**src/sv/fraction_lowest_terms_defines.svh**
```systemverilog
`ifndef FRACTION_LOWEST_TERMS_DEFINES_SVH
`define FRACTION_LOWEST_TERMS_DEFINES_SVH

// check that cons holds in the same cycle as ante
`define FLT_ASSERT_SAME(lbl, ante, cons, msg) \
  lbl: assert property (@(posedge clk) disable iff (rst) (ante) |-> (cons)) else $error(msg);

// check that cons holds in the cycle after ante
`define FLT_ASSERT_NEXT(lbl, ante, cons, msg) \
  lbl: assert property (@(posedge clk) disable iff (rst) (ante) |=> (cons)) else $error(msg);

`endif

```
**src/sv/flt_pkg.sv**
```systemverilog
`timescale 1ns / 1ps

package flt_pkg;

  localparam int DATA_WIDTH_DEF = 32;

  typedef enum logic [2:0] {
    S_IDLE,
    S_GCD,
    S_QN,
    S_QD,
    S_DONE
  } state_t;

endpackage

```
**src/sv/fraction_lowest_terms.sv**
```systemverilog
// Fraction reduction to lowest terms.
// Input channel: numer_in, denom_in with in_valid / in_stall. A word is taken
// when in_valid is high and in_stall is low. Output channel: numer_out,
// denom_out, common_div, is_whole, div_error with out_valid / out_stall.
// One shared restoring divider, one quotient bit per cycle, runs every step:
// each remainder step of Euclid's rule, then numerator / divisor, then
// denominator / divisor. The number of remainder steps Euclid's rule needs
// depends on the pair (1 up to about 46 at 32 bits). A zero denominator
// raises out_valid with div_error in the cycle after accept, with all
// other fields zero.
// One word at a time: in_stall stays high from accept until the result word
// is taken. While out_stall is high the result word holds unchanged.
// Reset returns the sequencer to idle, drops any word in flight and clears
// out_valid; nothing else needs clearing.
`timescale 1ns / 1ps
`include "fraction_lowest_terms_defines.svh"

module fraction_lowest_terms #(
  parameter int DATA_WIDTH = flt_pkg::DATA_WIDTH_DEF
) (
  input  logic                  clk,
  input  logic                  rst,
  input  logic                  in_valid,
  output logic                  in_stall,
  input  logic [DATA_WIDTH-1:0] numer_in,
  input  logic [DATA_WIDTH-1:0] denom_in,
  output logic                  out_valid,
  input  logic                  out_stall,
  output logic [DATA_WIDTH-1:0] numer_out,
  output logic [DATA_WIDTH-1:0] denom_out,
  output logic [DATA_WIDTH-1:0] common_div,
  output logic                  is_whole,
  output logic                  div_error
);

  localparam int W  = DATA_WIDTH;
  localparam int CW = $clog2(W + 1);

  flt_pkg::state_t state, state_next;

  logic [W-1:0]  numer, numer_next;
  logic [W-1:0]  denom, denom_next;
  logic [W-1:0]  rem, rem_next;
  logic [W-1:0]  quo, quo_next;
  logic [W-1:0]  dvsr, dvsr_next;
  logic [CW-1:0] cnt, cnt_next;
  logic [W-1:0]  res_numer, res_numer_next;
  logic [W-1:0]  res_denom, res_denom_next;
  logic [W-1:0]  res_gcd, res_gcd_next;
  logic          res_whole, res_whole_next;
  logic          res_error, res_error_next;

  logic [W:0]    trial;
  logic [W:0]    diff;
  logic          ge;
  logic [W-1:0]  rem_step;
  logic [W-1:0]  quo_step;
  logic          last;
  logic          dividing;
  logic          fields_clear;

  assign trial    = {rem, quo[W-1]};
  assign diff     = trial - {1'b0, dvsr};
  assign ge       = trial >= {1'b0, dvsr};
  assign rem_step = ge ? diff[W-1:0] : trial[W-1:0];
  assign quo_step = {quo[W-2:0], ge};
  assign last     = cnt == CW'(1);

  always_ff @(posedge clk) begin
    if (rst) begin
      state <= flt_pkg::S_IDLE;
    end else begin
      state <= state_next;
    end
  end

  always_ff @(posedge clk) begin
    numer     <= numer_next;
    denom     <= denom_next;
    rem       <= rem_next;
    quo       <= quo_next;
    dvsr      <= dvsr_next;
    cnt       <= cnt_next;
    res_numer <= res_numer_next;
    res_denom <= res_denom_next;
    res_gcd   <= res_gcd_next;
    res_whole <= res_whole_next;
    res_error <= res_error_next;
  end

  always_comb begin
    state_next     = state;
    numer_next     = numer;
    denom_next     = denom;
    rem_next       = rem;
    quo_next       = quo;
    dvsr_next      = dvsr;
    cnt_next       = cnt;
    res_numer_next = res_numer;
    res_denom_next = res_denom;
    res_gcd_next   = res_gcd;
    res_whole_next = res_whole;
    res_error_next = res_error;
    unique case (state)
      flt_pkg::S_IDLE: begin
        if (in_valid) begin
          numer_next = numer_in;
          denom_next = denom_in;
          rem_next   = '0;
          quo_next   = numer_in;
          dvsr_next  = denom_in;
          cnt_next   = CW'(W);
          if (denom_in == '0) begin
            res_numer_next = '0;
            res_denom_next = '0;
            res_gcd_next   = '0;
            res_whole_next = 1'b0;
            res_error_next = 1'b1;
            state_next     = flt_pkg::S_DONE;
          end else begin
            state_next = flt_pkg::S_GCD;
          end
        end
      end
      flt_pkg::S_GCD: begin
        rem_next = rem_step;
        quo_next = quo_step;
        cnt_next = cnt - 1'b1;
        if (last) begin
          rem_next = '0;
          cnt_next = CW'(W);
          if (rem_step == '0) begin
            res_gcd_next = dvsr;
            quo_next     = numer;
            state_next   = flt_pkg::S_QN;
          end else begin
            quo_next  = dvsr;
            dvsr_next = rem_step;
          end
        end
      end
      flt_pkg::S_QN: begin
        rem_next = rem_step;
        quo_next = quo_step;
        cnt_next = cnt - 1'b1;
        if (last) begin
          res_numer_next = quo_step;
          rem_next       = '0;
          quo_next       = denom;
          cnt_next       = CW'(W);
          state_next     = flt_pkg::S_QD;
        end
      end
      flt_pkg::S_QD: begin
        rem_next = rem_step;
        quo_next = quo_step;
        cnt_next = cnt - 1'b1;
        if (last) begin
          res_denom_next = quo_step;
          res_whole_next = quo_step == W'(1);
          res_error_next = 1'b0;
          state_next     = flt_pkg::S_DONE;
        end
      end
      flt_pkg::S_DONE: begin
        if (!out_stall) begin
          state_next = flt_pkg::S_IDLE;
        end
      end
      default: begin
        state_next = flt_pkg::S_IDLE;
      end
    endcase
  end

  assign in_stall   = state != flt_pkg::S_IDLE;
  assign out_valid  = state == flt_pkg::S_DONE;
  assign numer_out  = res_numer;
  assign denom_out  = res_denom;
  assign common_div = res_gcd;
  assign is_whole   = res_whole;
  assign div_error  = res_error;

  assign dividing     = state == flt_pkg::S_GCD || state == flt_pkg::S_QN ||
                        state == flt_pkg::S_QD;
  assign fields_clear = numer_out == '0 && denom_out == '0 && common_div == '0 &&
                        !is_whole;

  `FLT_ASSERT_SAME(a_busy_while_out, out_valid, in_stall, "input open while result pending")
  `FLT_ASSERT_SAME(a_div_nonzero, dividing, dvsr != '0, "divide by zero in shared divider")
  `FLT_ASSERT_SAME(a_error_zero, out_valid && div_error, fields_clear, "error word not clear")
  `FLT_ASSERT_SAME(a_result_ok, out_valid && !div_error, common_div != '0 && is_whole == (denom_out == W'(1)), "bad reduced result")
  `FLT_ASSERT_NEXT(a_zero_denom, in_valid && !in_stall && denom_in == '0, out_valid && div_error, "zero denominator not flagged")

endmodule
```
**config.mk**
```make
export PLATFORM = sky130hd
export DESIGN_NAME = fraction_lowest_terms
export DESIGN_NICKNAME = d
export VERILOG_FILES = /design/src/sv/flt_pkg.sv /design/src/sv/fraction_lowest_terms.sv
export VERILOG_INCLUDE_DIRS = /design/src /design/src/sv
export SDC_FILE = /design/constraint.sdc
export NUM_CORES = 1
export LEC_CHECK = 0
export BUFFER_PORTS_ARGS = -buffer_cell sky130_fd_sc_hd__buf_4
export CAP_MARGIN = 20
export CORE_MARGIN = 5
export CORE_UTILIZATION = 55
export CTS_CLUSTER_SIZE = 12
export DETAILED_ROUTE_END_ITERATION = 6
export HOLD_SLACK_MARGIN = 0.02
export PLACE_DENSITY = 0.76
export SLEW_MARGIN = 40
export SYNTH_ARGS = -nofsm -noshare
export SYNTH_HDL_FRONTEND = slang
export SYNTH_SLANG_ARGS = --single-unit
```
**constraint.sdc**
```tcl
create_clock -name clk -period 6.7 [get_ports clk]
set_input_delay 0.67 -clock clk [delete_from_list [all_inputs] [get_ports clk]]
set_output_delay 0.67 -clock clk [all_outputs]
set_load 0.02 [all_outputs]
```
==> results of run 1 <==
synthesized netlist by cell type, types with 21 or more instances:
master,instances,area share (%)
and2_1,35,1.5
ha_1,34,3.0
a21oi_1,37,1.3
and3_1,37,1.6
clkbuf_1,64,1.7
o22ai_1,33,1.4
a22oi_1,35,1.8
nor3_1,55,1.9
edfxtp_1,264,55
nand2_1,112,2.9
nor2_1,197,5.2
o21ai_0,60,2.1
a211oi_1,36,1.9
o22a_1,31,1.9
nor4_1,35,1.5
inv_1,40,1.0
nand4_1,21,0.92
cell families after synthesis:
family | count (synthesis)
buffers and inverters | 131
adder cells (fa/ha/maj) | 36
AO/OA/AOI/OAI | 311
flip-flops | 267
multiplexers | 17
AND/OR/NAND/NOR | 564
XOR/XNOR | 23
worst max-delay path, delay by kind of cell, from the launching register on:
kind / cells / cell delay (ns)
fa+ha+maj: 1 / 0.49
flops: 1 / 0.36
compound gates: 4 / 1.64
buf+inv: 3 / 0.51
simple gates: 6 / 1.95
stage by stage:
step	utilization (%)	power [mW]
after global placement	61.2	4.15
after floorplan	-	3.56
final	64.9	5.71
after global routing	64.9	5.95
after CTS	64.9	5.65
after detailed placement	61.5	4.17
report_power, final:
group | leakage (nW) | internal [mW] | switching [mW]
Clock | 0.423 | 0.866 | 0.640
Combinational | 3.29 | 0.677 | 1.28
Sequential | 2.59 | 2.08 | 0.173
final timing paths:
kind,from,end,depth (start not counted)
setup / recovery,dvsr[20],common_div[9],14
hold / removal,numer_in[8],numer[8],1
setup reg to reg,dvsr[20],common_div[9],14
hold reg to reg,cnt[4],cnt[4],2
registers in the layout, summed over array words and instances (netlist names), 32 cells and up:
signal      cells
denom_out      32
rem            32
common_div     32
dvsr           32
numer_out      32
denom          32
quo            32
numer          32
layout make-up:
type | instances | area share (%)
repair buffers | 189 | 8.69
well taps | 335 | 2.50
clock inverters | 8 | 0.619
flip-flops and latches | 267 | 47.6
multi-input cells | 951 | 35.1
inverters | 40 | 0.895
clock buffers | 44 | 4.60
metal layers:
layer	wire [um]	GRT usage (%)	up-vias
li1	-	-	5366
met1	17200	41.5	5673
met2	19500	43.4	786
met3	5040	5.03	88
met4	1050	6.65	0
met5	0	0	-
==> results by group, run 1 <==
Synth
  – Ys flop type: edfxtp_1
  – XOR/XNOR share of the synthesized area: under 10%
  – EDFF count, synth: 264
  – Largest family of logic cells by synthesized area: simple AND/OR/NAND/NOR gates
  – Compound-cell area share of the yosys netlist: 15.1%
  – Synth async-reset ratio: 0%
  – Mapped Cells: 1349
  – Synthesis-stage register bit count: about 270
  – Post-Synth Adder-Cell Area: 3.18%
  – Mean Syn Cell Area: 10.6 sq um
  – Cell Area, Synth: about 14000 sq um
  – Register area share after synthesis: 55.8%
  – YS warnings: 0
  – Simple-gate share of the synthesized area: 19.7%
  – Mux contribution to synthesized area: 1.20%
  – Synth cell types: between 60 and 70
  – Syn Nets: 1452

Timing
  – Finish-stage setup viols: 0
  – Setup_tns: 0 ns
  – Final hold violation count: 0
  – Max Transition Viols Final: 0
  – Max_slew headroom: 43.1%
  – Least-Margin Pin Slew: 0.851 ns
  – RSZ-0062 raised after global routing: false
  – Fin crit period: 5.23 ns
  – Clock skew: 0.0241 ns
  – Part of the cycle the worst path needs: 78.1%
  – Hold_ws: 0.304 ns
  – Final WS setup: 1.47 ns
  – F_max: 0.191 GHz

Route
  – Drt first pass iters: 6
  – Initial DRC count: 1572
  – Avg WL per Cell: 23.3 um
  – Total number of vias: between 10k and 15k
  – Drt drc: 0
  – Vias per inst: 6.50
  – WL final: approximately 43 mm
  – Antenna-violating nets left: 0

Setup path
  – Crit start category: register
  – Worst setup EP type: register
  – Critical path peak fanout: 21
  – Reg2Reg Setup Slack: 1.47 ns
  – Crit path kind: register to register
  – CP Cell Sequence: inv_1, ha_1, nand4_1, nor4_1, nand2_1, a31o_2, nand4b_1, nand2_1, a32o_1, a2111oi_2, nand4_1, a21oi_4, buf_8, buf_8
  – CP peak stage delay: 0.58 ns
  – Worst EP required: 6.96 ns
  – Critical path's slowest cell: nand2_1
  – Critical path arrival: 5.49 ns

Pwr
  – Power Dens Cells: 341 nW/um^2
  – Leak pwr: between 6 and 7 nW
  – Worst VDD drop: 195 uV

Die
  – Die W: 171 um
  – Core Rows: roughly 60
  – Chip height: 171 um
  – Num ports: 168
  – Core Box Area: 25800 sq um
  – Die area: roughly 30000 sq um
  – Initial Util: a little under three fifths

CTS
  – Clock sink total: 267
  – Clock buffer depth: 3
  – Htree depth: 1
  – CTS resizes: 0
  – Post-CTS Setup Inserts: 0
  – Reg clk slew, reported paths: 0.06 ns
  – CTS tree: yes
  – Clock Latency Late Sink: 0.55 ns
  – Hold buffers post-CTS: 0
  – Num CTS Buffers: 28
  – CTS Root Cell: clkbuf_16

Finish
  – Commonest non-fill, non-tap cell in the layout: edfxtp_1
  – Share of layout cells above drive strength 1: 18.2%
  – N_diodes: 0
  – Final Cell Area: 16800 sq um
  – Area grow syn2layout: 17.1%
  – Fin cells: 1834
  – Final net count: ~1.6k
  – Most frequent cells in the layout: 264 x edfxtp_1, 193 x nor2_1, 185 x buf_4
  – Fill cells: 2051
  – FF+latch area: 7990 sq um
  – Area of the multi-input gates: 5880 sq um

Placement
  – DP Worst Slack: roughly 1.6 ns
  – IO buf count: 167
  – DP Cell Count: approximately 1.8k
  – Placer Congestion: 1.04
  – Post-DP HPWL: 30.5 mm
  – Cell Area, Placed: about 16000 sq um

Global route
  – Largest net degree at the start of global routing: 104
  – Grt total ovfl: 0
  – All-Layer GR Usage: 28.0%
  – Vias in the first global route: around 11k
  – First-pass GRT wire length: 64.5 mm
  – Initial antenna violation count: 0

Run status
  – Run status: finished, final reports clean

Min path
  – Worst Hold Class: input pin to register

Job
  – Max_cap viols: 0
Power figures use the tool's default switching activity.
==> inputs of run 2 (changes only) <==
CORE_UTILIZATION = 53   (was 55)
clock period = 4.8 ns   (was 6.7 ns; I/O delays follow)
==> run 2 against run 1 <==
Compared with the run above: clock power rose by 43%; worst hold slack got worse by 0.19 ns; fmax grew 14%; final area up 1.8%.
==> results by group, run 2 (synthesis results as in run 1) <==
Finish
  – Commonest non-fill, non-tap cell in the layout: edfxtp_1
  – Most frequent cells in the layout: 264 x edfxtp_1, 210 x buf_4, 193 x nor2_1
  – N_diodes: 0 (unchanged)
  – FF+latch area: 7990 sq um (unchanged)
  – Share of layout cells above drive strength 1: 19.9% (+1.7 points)
  – Fin util: 63.7% (-1.2 points)
  – Final net count: 1607 (+1.7%)
  – Area grow syn2layout: 19.2%
  – Area of the multi-input gates: 5900 sq um (+0.34%)
  – Fill cells: 2127 (+3.7%)

Global route
  – Largest net degree at the start of global routing: 99 (-4.8%)
  – Initial antenna violation count: 0 (unchanged)
  – All-Layer GR Usage: 26.8% (-1.2 points)
  – Vias in the first global route: 11.5k (+3.5%)
  – First-pass GRT wire length: 65.2 mm (+1.1%)
  – Grt total ovfl: 0 (unchanged)

Setup path
  – Worst setup EP type: register
  – Critical path's top delay family: compound AO/OA/AOI/OAI gates
  – CP peak stage delay: 0.44 ns (-0.14 ns)
  – Buf/Inv on CP: 4 (+1)
  – Worst r2r dst: quo[29]
  – Crit start category: register
  – Crit path capture: quo[29]
  – Critical path peak fanout: 20 (-4.8%)
  – Worst EP required: 5.09 ns (-1.87 ns)
  – R2r worst-path depth: 17 (+3)
  – R2r startpoint: quo[31]
  – Critical path's slowest cell: edfxtp_1
  – Reg2Reg Setup Slack: 0.21 ns (-1.25 ns)
  – CP Launch Point: quo[31]
  – Critical path depth: 17 (+3)
  – Crit path kind: register to register
  – CP Cell Sequence: inv_1, ha_1, inv_1, fa_1, a21o_1, a221oi_2, o21ai_2, a21o_1, or3_1, a2111oi_2, nand4_1, a2111oi_4, nand2_2, buf_4, buf_12, nor4_1, a211oi_1
  – Critical path arrival: 4.88 ns (-0.61 ns)

Timing
  – F_max: 0.218 GHz (+14%)
  – Clock skew: 0.0188 ns (-0.00530 ns)
  – Final hold violation count: 0 (unchanged)
  – RSZ-0062 raised after global routing: false
  – Max Transition Viols Final: 0 (unchanged)
  – Fin crit period: 4.59 ns (-0.645 ns)
  – Part of the cycle the worst path needs: 95.6% (+17 points)
  – Finish-stage setup viols: 0 (unchanged)
  – Least-Margin Pin Slew: 0.866 ns (+0.0154 ns)
  – Setup_tns: 0 ns (unchanged)
  – Max_slew headroom: 42.2% (-0.89 points)

Die
  – Die W: 174 um (+1.8%)
  – Die area: 30400 sq um (+3.5%)
  – Core Rows: 60 (+1.7%)
  – Num ports: 168 (unchanged)
  – Core Box Area: 26800 sq um (+3.7%)
  – Chip height: 174 um (+1.8%)
  – Initial Util: 53.5% (-2.0 points)

CTS
  – Htree depth: 1 (unchanged)
  – CTS Root Cell: clkbuf_16
  – Clock Latency Late Sink: 0.55 ns (about the same)
  – Clock sink total: 267 (unchanged)
  – Reg clk slew, reported paths: 0.06 ns (about the same)
  – Clock buffer depth: 3 (unchanged)
  – Num CTS Buffers: 29 (+3.6%)
  – CTS tree: yes
  – Post-CTS Setup Inserts: 0 (unchanged)

Route
  – Drt drc: 0 (unchanged)
  – Avg WL per Cell: 22.9 um (-1.9%)
  – WL final: 42.6 mm (-0.26%)
  – Initial DRC count: 1604 (+2.0%)
  – Total number of vias: 12.0k (+0.65%)
  – Drt first pass iters: 6 (unchanged)
  – Antenna-violating nets left: 0 (unchanged)
  – Vias per inst: 6.43 (-0.97%)

Min path
  – Worst Hold Class: input pin to register

Pwr
  – Power Dens Cells: 478 nW/um^2 (+40%)
  – Worst VDD drop: 296 uV (+52%)
  – Leak pwr: 6.47 nW (+2.7%)

Placement
  – Post-DP HPWL: 30.9 mm (+1.2%)
  – IO buf count: 167 (unchanged)
  – Placer Congestion: 0.974 (-6.5%)

Run status
  – Run status: finished, final reports clean

Job
  – Max_cap viols: 0 (unchanged)
==> run 2: power by group <==
part | total (mW) | switching [mW] | internal [mW]
clock | 2.16 | 0.902 | 1.26
combinational | 2.84 | 1.80 | 1.03
sequential | 3.16 | 0.262 | 2.90
==> run 2: worst min-delay path by stage <==
stage | start | to | slack [ns] | cells after the start
finish | numer_in[2] | numer[2] | 0.11 | 1
global placement | cnt[4] | cnt[4] | 0.60 | 2
CTS | numer_in[28] | numer[28] | 0.10 | 1
detailed placement | cnt[5] | cnt[5] | 0.60 | 2
floorplan | rst | state[1] | 0.54 | 1
global route | numer_in[8] | numer[8] | 0.11 | 1
==> run 2: cell type report <==
type	instances	area share (%)
clock buffers	40	4.67
clock inverters	10	0.652
inverters	40	0.894
multi-input cells	951	34.5
flip-flops and latches	267	46.8
well taps	341	2.50
repair buffers	215	9.95
==> run 2: stage by stage <==
stage          total power [mW]  std cells  hold slack, ns  instance area [sq um]  worst slack, ns
4_1_cts                    8.09       1864           0.102                  17100           0.0863
3_5_place_dp               5.93       1814           0.603                  16100            0.113
6_report                   8.16       1864           0.113                  17100            0.211
5_1_grt                    8.53       1864           0.107                  17100           0.0326
2_1_floorplan              4.96       1349           0.545                  14300            0.240
3_3_place_gp               5.91       1811           0.603                  16100            0.210
==> run 2: metal layers <==
layer	vias up	track usage [%]	share of wire [%]
met5	-	0	0
met4	0	7.59	2.7
met3	83	4.48	11
met2	732	43.2	46
met1	5761	37.7	40
li1	5414	-	-
==> run 2: repair_timing <==
| item | CTS | global route |
|---|---|---|
| endpoints found under the setup margin | 0 | 97 |
| hold buffers | 0 | 0 |
| gates resized for setup | 0 | 2 |
